[src/rtl/bmhq_pkg.sv]
// Shared types and constants of the binary min-heap queue.
// No dependencies; imported by the level cell, the top level and the checker.
package bmhq_pkg;

	localparam int DEPTH_DEFAULT = 256;
	localparam int DATA_W        = 32;
	localparam int COUNT_OUT_W   = 8;
	localparam int SLOT_MAX_W    = 16;

	localparam logic signed [DATA_W-1:0] FLOOR_VALUE = -32'sd1;

	typedef enum logic {
		OP_INSERT = 1'b0,
		OP_REMOVE = 1'b1
	} op_t;

	typedef enum logic [1:0] {
		STAT_OK    = 2'd0,
		STAT_FULL  = 2'd1,
		STAT_EMPTY = 2'd2,
		STAT_BELOW = 2'd3
	} status_t;

	typedef enum logic [2:0] {
		S_IDLE,
		S_FETCH,
		S_LOAD,
		S_RUN,
		S_RESP
	} state_t;

	// Token handed from one level cell to the next
	typedef struct packed {
		logic valid;
		op_t  op;
	} tok_t;

	localparam tok_t TOK_IDLE = '{valid: 1'b0, op: OP_INSERT};

	// Position of the highest set bit; zero for a zero word
	function automatic logic [3:0] msb_pos(input logic [SLOT_MAX_W-1:0] v);
		logic [3:0] p;
		p = '0;
		for (int i = 0; i < SLOT_MAX_W; i++) begin
			if (v[i]) begin
				p = 4'(i);
			end
		end
		return p;
	endfunction

endpackage

[src/rtl/bmhq_level_cell.sv]
// One tree level of the heap: its slot memory and the compare step for a passing token.
// Depends on bmhq_pkg; instantiated once per level by binary_min_heap_queue.
module bmhq_level_cell
	import bmhq_pkg::*;
#(
	parameter int LEVEL  = 0,
	parameter int LEVELS = 8
) (
	input  logic                     clk,
	input  logic                     arst_n,
	input  tok_t                     tok_in,
	input  logic [LEVELS-2:0]        idx_in,
	input  logic [DATA_W-1:0]        val_in,
	input  tok_t                     par_tok,
	input  logic [LEVELS-2:0]        par_idx,
	input  logic [LEVELS-1:0]        ins_slot,
	input  logic [$clog2(LEVELS)-1:0] ins_lvl,
	input  logic [LEVELS-1:0]        fill,
	input  logic                     fetch,
	input  logic [$clog2(LEVELS)-1:0] fetch_lvl,
	input  logic [LEVELS-2:0]        fetch_idx,
	input  logic [DATA_W-1:0]        cld_a,
	input  logic [DATA_W-1:0]        cld_b,
	output logic [DATA_W-1:0]        rd_a,
	output logic [DATA_W-1:0]        rd_b,
	output tok_t                     tok_out,
	output logic [LEVELS-2:0]        idx_out,
	output logic [DATA_W-1:0]        val_out,
	output logic                     done
);

	localparam int AW = (LEVEL == 0) ? 1 : LEVEL;
	localparam int IW = LEVELS - 1;
	localparam int LW = $clog2(LEVELS);
	localparam int CW = LEVELS;
	localparam int SW = LEVELS + 1;

	logic [DATA_W-1:0] mem_q [2**LEVEL];
	logic [DATA_W-1:0] rd_a_q;
	logic [DATA_W-1:0] rd_b_q;

	logic              valid_s1;
	op_t               op_s1;
	logic [IW-1:0]     idx_s1;
	logic [DATA_W-1:0] val_s1;

	logic [CW-1:0]     ins_path;
	logic [AW-1:0]     ins_addr;
	logic              at_target;
	logic [AW-1:0]     addr_a;
	logic [AW-1:0]     addr_b;
	logic              we;
	logic [AW-1:0]     wr_addr;
	logic [AW-1:0]     own_addr;
	logic [DATA_W-1:0] wr_data;

	logic [SW-1:0]     left_slot;
	logic [SW-1:0]     right_slot;
	logic              has_left;
	logic              has_right;
	logic              take_right;
	logic              leaf_gt;
	logic [DATA_W-1:0] chosen;

	// Path of the insert slot at this level
	assign ins_path  = ins_slot >> (ins_lvl - LW'(LEVEL));
	assign ins_addr  = (LEVEL == 0) ? '0 : AW'(ins_path);
	assign at_target = (ins_lvl == LW'(LEVEL));
	assign own_addr  = (LEVEL == 0) ? '0 : AW'(idx_s1);

	always_comb begin
		if (LEVEL == 0) begin
			addr_a = '0;
		end else if (tok_in.valid && tok_in.op == OP_INSERT) begin
			addr_a = ins_addr;
		end else if (par_tok.valid && par_tok.op == OP_REMOVE) begin
			addr_a = AW'({par_idx, 1'b0});
		end else if (fetch && fetch_lvl == LW'(LEVEL)) begin
			addr_a = AW'(fetch_idx);
		end else begin
			addr_a = '0;
		end
	end

	always_comb begin
		if (LEVEL != 0 && par_tok.valid && par_tok.op == OP_REMOVE) begin
			addr_b = AW'({par_idx, 1'b1});
		end else begin
			addr_b = '0;
		end
	end

	always_ff @(posedge clk) begin
		rd_a_q <= mem_q[addr_a];
		rd_b_q <= mem_q[addr_b];
		if (we) begin
			mem_q[wr_addr] <= wr_data;
		end
	end

	assign rd_a = rd_a_q;
	assign rd_b = rd_b_q;

	always_ff @(posedge clk or negedge arst_n) begin
		if (!arst_n) begin
			valid_s1 <= 1'b0;
		end else begin
			valid_s1 <= tok_in.valid;
		end
	end

	always_ff @(posedge clk) begin
		if (tok_in.valid) begin
			op_s1  <= tok_in.op;
			idx_s1 <= idx_in;
			val_s1 <= val_in;
		end
	end

	// Children of this slot sit one level down; last level never has any
	assign left_slot  = (SW'(1) << (LEVEL + 1)) | (SW'(idx_s1) << 1);
	assign right_slot = left_slot | SW'(1);
	assign has_left   = (left_slot <= SW'(fill));
	assign has_right  = (right_slot <= SW'(fill));
	assign take_right = has_right && ($signed(cld_a) > $signed(cld_b));
	assign chosen     = take_right ? cld_b : cld_a;
	assign leaf_gt    = take_right ? ($signed(val_s1) > $signed(cld_b))
	                               : ($signed(val_s1) > $signed(cld_a));

	always_comb begin
		we      = 1'b0;
		wr_addr = own_addr;
		wr_data = val_s1;
		tok_out = TOK_IDLE;
		idx_out = idx_s1;
		val_out = val_s1;
		done    = 1'b0;
		if (valid_s1) begin
			case (op_s1)
				OP_INSERT: begin
					wr_addr = ins_addr;
					if (at_target) begin
						we   = 1'b1;
						done = 1'b1;
					end else begin
						tok_out = '{valid: 1'b1, op: OP_INSERT};
						if ($signed(val_s1) < $signed(rd_a_q)) begin
							we      = 1'b1;
							val_out = rd_a_q;
						end
					end
				end
				OP_REMOVE: begin
					we = 1'b1;
					if (has_left && leaf_gt) begin
						wr_data = chosen;
						tok_out = '{valid: 1'b1, op: OP_REMOVE};
						idx_out = IW'({idx_s1, take_right});
					end else begin
						done = 1'b1;
					end
				end
				default: begin
					done = 1'b1;
				end
			endcase
		end
	end

endmodule

[config.mk]
export PLATFORM = sky130hd
export DESIGN_NAME = bmhq_level_cell
export DESIGN_NICKNAME = d
export VERILOG_FILES = /design/src/rtl/bmhq_pkg.sv /design/src/rtl/bmhq_level_cell.sv
export SDC_FILE = /design/constraint.sdc
export NUM_CORES = 1
export LEC_CHECK = 0
export BUFFER_PORTS_ARGS = -buffer_cell sky130_fd_sc_hd__buf_2
export CAP_MARGIN = 30
export CORE_MARGIN = 2
export CORE_UTILIZATION = 52
export CTS_CLUSTER_SIZE = 14
export DETAILED_ROUTE_END_ITERATION = 6
export PLACE_DENSITY = 0.82
export SLEW_MARGIN = 40
export SYNTH_ARGS = -nofsm -noshare
export SYNTH_HDL_FRONTEND = slang
export SYNTH_SLANG_ARGS = --single-unit
[constraint.sdc]
create_clock -name clk -period 6.05 [get_ports clk]
set_input_delay 1.21 -clock clk [delete_from_list [all_inputs] [get_ports clk]]
set_output_delay 1.21 -clock clk [all_outputs]
set_load 0.01 [all_outputs]
* After elaboration in Yosys (flattened, before gate mapping)
Memory sizes are Yosys's and may differ from the RTL's. A register that Yosys moved wholly into a read port is not among the register bits. Index checks and enable logic that the tools add are counted.
Word-level totals: flip-flop bits (word level) 41, bits in writable memories 32, input bits 146, output and inout port bits 106, word-level logic and storage cells 41, memories kept 1
Memories:
- mem_q | words 1, width 32, read ports 1, clocked after memory_dff 1, write ports 1, line bmhq_level_cell.sv:38 | logic [DATA_W-1:0] mem_q [2**LEVEL];
Operators by class: $lt $le $gt $ge 6, mux-type cells 26, bitwise operators 1, reduce and logical (&&, ||, !) cells 3
Operators by type and width (number):
- 32-bit 2-to-1 mux | 8
- 32-bit greater-than comparator | 3
- 32-bit less-than comparator | 1
- 7-bit 2-to-1 mux | 3
- 8-bit less-or-equal comparator | 2
- 1-bit 2-to-1 mux | 9
- 2-bit 2-to-1 mux | 3
- 1-bit case mux with 2 select lines | 2
- 2-bit case mux with 2 select lines | 1
- 3-bit logical NOT | 1
- 1-bit logical AND | 2
- 1-bit NOT | 1

* Logic depth before layout (Yosys ltp)
Gate-level depths: netlist (run 1).
depth after elaboration 7, depth in mapped cells 12, gate-level depth less buffers 10

* Least setup slack after synthesis (run 1)
OpenSTA, ideal clock, no wires.
path kind register -> register, start point reg val_s1[10], end point mem mem_q[0][0], enable pin, library setup time 0.470 ns, arrival 4.288 ns, data required time 5.580 ns, setup slack 1.292 ns, cell stages (with the launch flop) 9, buffers on the path 0, clock period less this slack 4.758 ns, cells stage by stage edfxtp_1 -> ha_1 -> and3_1 -> nand3_1 -> or4_1 -> a41o_1 -> o311a_1 -> xnor2_1 -> a21boi_0
On the way: longest elaborated chain between the ends 7
Ends and longest elaborated chain:
- from (decl) | line bmhq_level_cell.sv:45 | logic [DATA_W-1:0] val_s1;
- from (signal assigned) | line bmhq_level_cell.sv:116 | val_s1 <= val_in;
- 32-bit less-than comparator | line bmhq_level_cell.sv:147 | if ($signed(val_s1) < $signed(rd_a_q)) begin
- 1-bit 2-to-1 mux | line bmhq_level_cell.sv:147
- 1-bit 2-to-1 mux | line bmhq_level_cell.sv:142 | if (at_target) begin
- 1-bit case mux with 2 select lines | line bmhq_level_cell.sv:139 | case (op_s1)
- 1-bit 2-to-1 mux | line bmhq_level_cell.sv:138 | if (valid_s1) begin
- net we | line bmhq_level_cell.sv:52 | logic we;
- 1-bit 2-to-1 mux | line bmhq_level_cell.sv:96 | if (we) begin
- 1-bit 2-to-1 mux (not written as such) | line bmhq_level_cell.sv:97 | mem_q[wr_addr] <= wr_data;
- to (decl) | line bmhq_level_cell.sv:38
The timed path passes the listed nets, and every way through them passes these cells.

* Final worst setup path (run 1)
start point in cld_a[26], end point out idx_out[4]
On the way: longest elaborated chain between the ends 7, elaborated cells on any way between the ends 8, those cells by class 2 x order compare; 4 x mux; 2 x reduce/logical
Ends and longest elaborated chain:
- from (decl) | line bmhq_level_cell.sv:22 | input logic [DATA_W-1:0] cld_a,
- 32-bit greater-than comparator | line bmhq_level_cell.sv:125 | assign take_right = has_right && ($signed(cld_a) > $signed(cld_b));
- 1-bit logical AND | line bmhq_level_cell.sv:125
- 1-bit 2-to-1 mux * | line bmhq_level_cell.sv:127 | assign leaf_gt = take_right ? ($signed(val_s1) > $signed(cld_b))
- 1-bit logical AND * | line bmhq_level_cell.sv:155 | if (has_left && leaf_gt) begin
- 7-bit 2-to-1 mux * | line bmhq_level_cell.sv:155
- 7-bit 2-to-1 mux * | line bmhq_level_cell.sv:139
- 7-bit 2-to-1 mux * | line bmhq_level_cell.sv:138
- to (decl) | line bmhq_level_cell.sv:27 | output logic [LEVELS-2:0] idx_out,
Every way passes the cells marked *; elsewhere a longest branch is shown, timed or not.

==> results of run 1 <==
==> cell families after synthesis <==
| family | synth area share |
|---|---|
| buf+inv | 0.101 |
| fa+ha+maj | 0.215 |
| compound gates | 0.0950 |
| simple gates | 0.0757 |
| flops | 0.363 |
| mux | 0.149 |
| xor+xnor | 0.00112 |
==> per-layer routing <==
metal / global-route usage / wire length [µm] / part of all wire
met1: 0.310 / 8560 / 0.44
met2: 0.405 / 9250 / 0.47
met3: 0.0536 / 1220 / 0.062
met4: 0.0834 / 434 / 0.022
met5: 0 / 13 / 0.00067
==> layout by cell type, fill, tap and decap left out, types with 3 or more instances in the layout <==
master	instances
o31ai_1	3
o21ai_1	3
nand2b_1	5
mux2i_1	66
edfxtp_1	72
o21ai_0	19
buf_2	222
nand2_1	24
inv_1	123
ha_1	134
o211ai_1	3
buf_4	6
mux2_1	14
nand4_1	27
a21oi_1	50
a211oi_1	3
a21o_1	16
mux2_4	22
nor3_1	4
nor2b_1	7
dfxtp_1	32
clkbuf_16	9
nor2_1	15
a21boi_0	3
nand3_1	12
nor4_1	4
clkinvlp_4	3
==> power by group through the flow <==
stage	registers (mW)	clock network, mW	logic (mW)
after floorplan	0.945	0	0.470
after global placement	0.940	0	0.679
after detailed placement	0.945	0	0.699
after CTS	0.930	0.609	0.707
after global routing	0.941	0.636	0.780
final	0.930	0.596	0.707
==> path summary, 6_finish.rpt <==
check	end	slack [ns]	depth (start not counted)
max in group asynchronous	valid_s1$_DFF_PN0_	5.33	1
max	idx_out[4]	0.71	12
min reg2reg	rd_b[12]$_DFF_P_	0.34	0
min	rd_b[12]$_DFF_P_	0.34	0
max reg2reg	mem_q[0][10]$_DFFE_PP_	2.14	10
min in group asynchronous	valid_s1$_DFF_PN0_	0.62	1
==> synthesized netlist by cell type (2+ instances only) <==
cell type / instances / area, µm²
o31a_1: 2 / 17.5
a221oi_1: 2 / 17.5
a2111oi_0: 2 / 17.5
nand3_1: 12 / 60.1
ha_1: 134 / 1680
a41o_1: 2 / 20.0
mux2i_1: 66 / 661
o21ai_1: 5 / 25.0
mux2_1: 14 / 158
a21oi_1: 50 / 250
o21ai_0: 19 / 95.1
nor3_1: 4 / 20.0
o211ai_1: 3 / 22.5
nor2b_1: 7 / 43.8
nor2_1: 15 / 56.3
nor4_1: 4 / 25.0
o31ai_1: 3 / 22.5
nor3b_1: 2 / 15.0
buf_6: 4 / 45.0
edfxtp_1: 72 / 2160
a31oi_1: 2 / 12.5
buf_2: 7 / 35.0
buf_4: 32 / 240
nand2_1: 24 / 90.1
nand4_1: 27 / 169
a211oi_1: 3 / 22.5
a21boi_0: 4 / 30.0
a21o_1: 16 / 120
mux2_4: 22 / 330
nand2b_1: 5 / 31.3
and3_1: 2 / 12.5
inv_1: 123 / 462
dfxtp_1: 32 / 641
==> state kept, by name (all words and copies together), names as in the netlist <==
name      flops
op_s1         1
valid_s1      1
idx_s1        7
rd_b         32
mem_q        32
val_s1       32
==> worst max-delay path, cell delays in order <==
cell,delay [ns]
buf_2,0.12
inv_1,0.05
ha_1,0.30
nand4_1,0.14
nor4_1,0.46
nor3b_1,0.35
o31ai_1,0.19
a41o_1,0.32
nor2_1,0.14
mux2_4,0.35
mux2_4,0.33
buf_2,0.14
==> stage by stage <==
stage,hold WS (ns),instances,power [mW]
after global placement,0.324,1109,1.62
after CTS,0.343,1125,2.25
after floorplan,0.323,740,1.41
after global routing,0.349,1126,2.36
final,0.342,1126,2.23
after detailed placement,0.329,1109,1.64
==> area by class of cell <==
cell class                 count  area, µm²  share of cell area
sequential                   105       2830               0.308
clock buffer                   9        225              0.0245
multi-input combinational    468       4210               0.458
tap                          184        230              0.0251
antenna                        1       2.50            0.000272
inverter                     124        465              0.0507
clock inverter                 7       70.1             0.00763
timing repair buffer         228       1160               0.126
==> results.md, run 1 <==
* Slew Viols, Final at 0
* Slew margin rel. at 0.568
* Core Area at 14,600 µm²
* Required time worst endpoint at 4.84 ns
* Final instance area at 9190 µm²
* Period minus WS final at 5.34 ns
* Leakage at 4.84 nW
* Hold Crit Class: reg -> reg
* CTS Buf Count at 9
* P_int at 1.50 mW
* GRT Util Overall at 0.242
* Crit path kind: in -> out
* Port bufs at 223
* Share of layout cells above drive strength 1 at 0.289
* Mean number of vias per cell at 5.47
* Worst-skew pair later-pin latency at 0.36 ns
* Setup Skew at 0.0110 ns
* Ys Warns at 0
* Status: complete, no violations
* Core Util, Final at 0.630
* Hpwl dp at 15,300 µm
* Worst EP arrival at 4.13 ns
* Pre-CTS WS at 0.758 ns
* Overflow after GRT at 0
* Power density cells at 243 nW/µm²
* Vias post-DR at 6,156
* Root Buffer: clkbuf_16
* Crit. End Element: primary output
* Syn_nets at 1,020
* DRT iter0 DRCs at 289
* Hold Fails Final Rpt at 0
* Post-synthesis sequential area ratio at 0.363
* 1st-pass router iterations at 5
* DRC errors left at 0
* Critical path origin: cld_a[26]
* Post-route setup TNS at 0 ns
* Mapped Cells at 740
* Global placer's final weighted congestion at 0.883
* Max Cap Viol at 0
* Synth unique cells at 52
* Reg-to-reg critical path startpoint: val_s1[26]$_DFFE_PP_
* Clock Pin Slew Worst Setup and Hold Paths at 0.07 ns
* Post-synth EDFFs at 72
* Area of the die at 16,000 µm²
* Initial core utilization at 0.534
* Layout fillers at 1,160
* Vias in the first global route at 6,160
* Maximum fanout along the worst path at 16
* Flops & latches, synth at 105
* Final Cycle Share at 0.882
* Maximum operating frequency at 187 MHz
* Post-CTS Setup Bufs at 0
* CTS Sinks at 105
* Net Sw Frac at 0.326
* Least-Margin Pin Slew at 0.647 ns
* Synth-to-Final Area Change at 17.9%
* Post-route worst setup slack at 0.714 ns
* Flop pwr share at 0.416
* Antenna viol nets, final at 0
* Routed WL per cell at 17.3 µm
* Gate power share at 0.317
* Die X at 126 µm
* Net Sw Power at 0.728 mW
* Clock power share at 0.267
* Maximum VDD drop at 170 µV
* Final setup viols at 0
* Synth async-reset ratio at 0.00952
* Hold Buf Count CTS at 0
* Die height at 126 µm
* Top flip-flop cell by instance count after synthesis: edfxtp_1
* Dpl cell area at 8890 µm²
* CTS tree: done
* Synthesized cell area at 7790 µm²
* Largest net degree at the start of global routing at 42
* Startpoint Class: input pin
* IO Count at 252
* Core Rows at 44
* Initial antenna violation count at 2
* WL final at 19,500 µm
* Final #Nets at 1,216
* Syn Area/Cell at 10.5 µm²
* RSZ-0062 raised after global routing: no
* Hold wc startpoint: mem_q[0][12]$_DFFE_PP_
* H-tree depth at 3
* Max Root-Sink Buffers at 2
* Global-route wire length before repair at 30,300 µm
* CTS resizes at 0
(Power assumes the default switching activity.)
==> inputs of run 2 (changes only) <==
--- a/config.mk
+++ b/config.mk
@@ -7,11 +7,11 @@
 export LEC_CHECK = 0
 export BUFFER_PORTS_ARGS = -buffer_cell sky130_fd_sc_hd__buf_2
 export CAP_MARGIN = 30
+export CORE_ASPECT_RATIO = 1.5
 export CORE_MARGIN = 2
-export CORE_UTILIZATION = 52
+export CORE_UTILIZATION = 23
 export CTS_CLUSTER_SIZE = 14
 export DETAILED_ROUTE_END_ITERATION = 6
-export PLACE_DENSITY = 0.82
 export SLEW_MARGIN = 40
 export SYNTH_ARGS = -nofsm -noshare
 export SYNTH_HDL_FRONTEND = slang
==> run 2 against run 1 <==
Core utilization fell by 34 points. Wire length rose by 25%. Clock power increased by 12%. Sequential share of layout area is 1.2 points lower. Total power increased by 4.3%. Cell count increased by 21%. Register-to-register slack better by 0.22 ns. Combinational power increased by 2%. Count of clock-buffer cells in the layout increased by 1. Die area up 120%. Clock skew grew 0.0031 ns. Setup slack gained 0.11 ns. Highest routed layer unchanged.
==> results.md, run 2 (synthesis results as in run 1) <==
* Worst EP arrival at 4.02 ns (-0.11 ns)
* Hold Crit Class: reg -> reg
* Maximum fanout along the worst path at 13 (-3)
* WL final at 24,400 µm (+25%)
* Slew Viols, Final at 0 (unchanged)
* Post-route setup TNS at 0 ns (unchanged)
* Root Buffer: clkbuf_16
* Post-CTS Setup Bufs at 0 (unchanged)
* Power density cells at 244 nW/µm² (+0.23%)
* Core Area at 33,300 µm² (+130%)
* Reg-to-reg critical path startpoint: val_s1[27]$_DFFE_PP_
* Maximum operating frequency at 191 MHz (+2.1%)
* Synth-to-Final Area Change at 22.7%
* Final instance count without filler cells at 1,367 (+21%)
* Maximum VDD drop at 116 µV (-32%)
* Slew margin rel. at 0.550 (-0.0181)
* Global-route wire length before repair at 35,900 µm (+18%)
* Final instance area at 9550 µm² (+4.0%)
* Least-Margin Pin Slew at 0.673 ns (+0.0262 ns)
* Final setup viols at 0 (unchanged)
* Die height at 229 µm (+81%)
* CTS Buf Count at 9 (unchanged)
* Hold wc startpoint: mem_q[0][11]$_DFFE_PP_
* Dpl cell area at 9220 µm² (+3.8%)
* Hold Buf Count CTS at 0 (unchanged)
* Vias post-DR at 6,035 (-2.0%)
* Layout fillers at 3,474 (+200%)
* Port bufs at 223 (unchanged)
* FF/Latch Area at 2830 µm² (unchanged)
* Final #Nets at 1,220 (+0.33%)
* Dpl cells at 1,349 (+22%)
* Setup Skew at 0.0140 ns (+0.00305 ns)
* GRT Util Overall at 0.137 (-0.104)
* Gate power share at 0.310 (-0.007)
* Crit. End Element: primary output
* CTS tree: done
* Net Sw Frac at 0.329 (+0.00287)
* Die X at 154 µm (+22%)
* Routed WL per cell at 17.9 µm (+3.3%)
* Hpwl dp at 20,200 µm (+32%)
* Vias in the first global route at 6,250 (+1.5%)
* Initial core utilization at 0.234 (-0.300)
* Reg2Reg Depth at 11 (+1)
* Hold path depth at 0 (unchanged)
* CTS resizes at 0 (unchanged)
* Max Cap Viol at 0 (unchanged)
* P_int at 1.56 mW (+3.8%)
* Hold Fails Final Rpt at 0 (unchanged)
* Required time worst endpoint at 4.84 ns (about the same)
* Core Rows at 82 (+86%)
* Antenna viol nets, final at 0 (unchanged)
* Crit path kind: in -> out
* Global placer's final weighted congestion at 0.849 (-3.8%)
* Most common library cell in the layout ignoring fill and taps: buf_2
* Flop pwr share at 0.403 (-0.013)
* Most frequent cells in the layout: buf_2 (223), ha_1 (134), inv_1 (123)
* Net Sw Power at 0.766 mW (+5.2%)
* R2R Path End: mem_q[0][14]$_DFFE_PP_
* Largest net degree at the start of global routing at 42 (unchanged)
* Clock Pin Slew Worst Setup and Hold Paths at 0.08 ns (about the same)
* Worst-skew pair later-pin latency at 0.38 ns (+0.02 ns)
* Worst Hold End: rd_b[11]$_DFF_P_
* Share of layout cells above drive strength 1 at 0.293 (+0.00407)
* Status: complete, no violations
* IO Count at 252 (unchanged)
* H-tree depth at 3 (unchanged)
* DRC errors left at 0 (unchanged)
* Period minus WS final at 5.23 ns (-0.109 ns)
* DRT iter0 DRCs at 202 (-30%)
* Startpoint Class: input pin
* RSZ-0062 raised after global routing: no
* Mean number of vias per cell at 4.41 (-19%)
* Area of the die at 35,400 µm² (+120%)
* Leakage at 4.90 nW (+1.1%)
* CTS Sinks at 105 (unchanged)
* Clock power share at 0.288 (+0.021)
* Overflow after GRT at 0 (unchanged)
* Initial antenna violation count at 3 (+1)
* Final Cycle Share at 0.864 (-0.0180)
* Max Root-Sink Buffers at 2 (unchanged)
* R2r setup slk at 2.36 ns (+0.22 ns)
* Footprint of the multi-input gates at 4210 µm² (unchanged)
* 1st-pass router iterations at 4 (-1)
[run 2: how the worst max path moves through the flow]
stage,startpoint,to,slack [ns]
global route,cld_a[27],idx_out[2],0.57
CTS,cld_a[26],idx_out[1],0.75
detailed placement,cld_a[25],idx_out[1],0.77
finish,cld_a[26],idx_out[1],0.82
global placement,cld_a[26],idx_out[1],0.75
floorplan,val_s1[10]$_DFFE_PP_,mem_q[0][0]$_DFFE_PP_,1.29
[run 2: per-layer routing]
| metal | share of wire | vias to the layer above | GRT usage |
|---|---|---|---|
| met3 | 0.056 | 30 | 0.0350 |
| met5 | 0.0011 | - | 0 |
| met4 | 0.021 | 4 | 0.0429 |
| li1 | - | 3047 | - |
| met2 | 0.53 | 159 | 0.256 |
| met1 | 0.39 | 2795 | 0.151 |
[run 2: power by group through the flow]
stage / clock network (mW) / registers, mW / logic (mW)
after global routing: 0.723 / 0.953 / 0.802
final: 0.670 / 0.937 / 0.721
after CTS: 0.697 / 0.943 / 0.733
after global placement: 0 / 0.955 / 0.717
after detailed placement: 0 / 0.959 / 0.729
after floorplan: 0 / 0.945 / 0.470
[run 2: critical path, cell delays in order]
cell	delay (ns)
buf_2	0.10
inv_1	0.04
ha_1	0.30
nand4_1	0.15
nor4_1	0.47
nor3b_1	0.24
buf_4	0.15
o31ai_1	0.11
a41o_1	0.32
nor2_1	0.12
mux2_4	0.32
mux2_4	0.33
buf_2	0.14
[run 2: layout make-up]
class	count	share of cell area
diodes	2	0.000524
clock buffers	10	0.0250
clock inverters	6	0.00917
inverters	124	0.0487
multi-input cells	468	0.440
flip-flops and latches	105	0.296
well taps	420	0.0550
repair buffers	232	0.125
[run 2: through the flow]
stage / power, mW / worst slack, ns / util / hold WS (ns)
6_report: 2.33 / 0.823 / 0.287 / 0.335
5_1_grt: 2.48 / 0.572 / 0.286 / 0.348
4_1_cts: 2.37 / 0.755 / 0.286 / 0.335
3_5_place_dp: 1.69 / 0.773 / 0.277 / 0.328
3_3_place_gp: 1.67 / 0.754 / 0.277 / 0.324
2_1_floorplan: 1.41 / 1.29 / - / 0.323
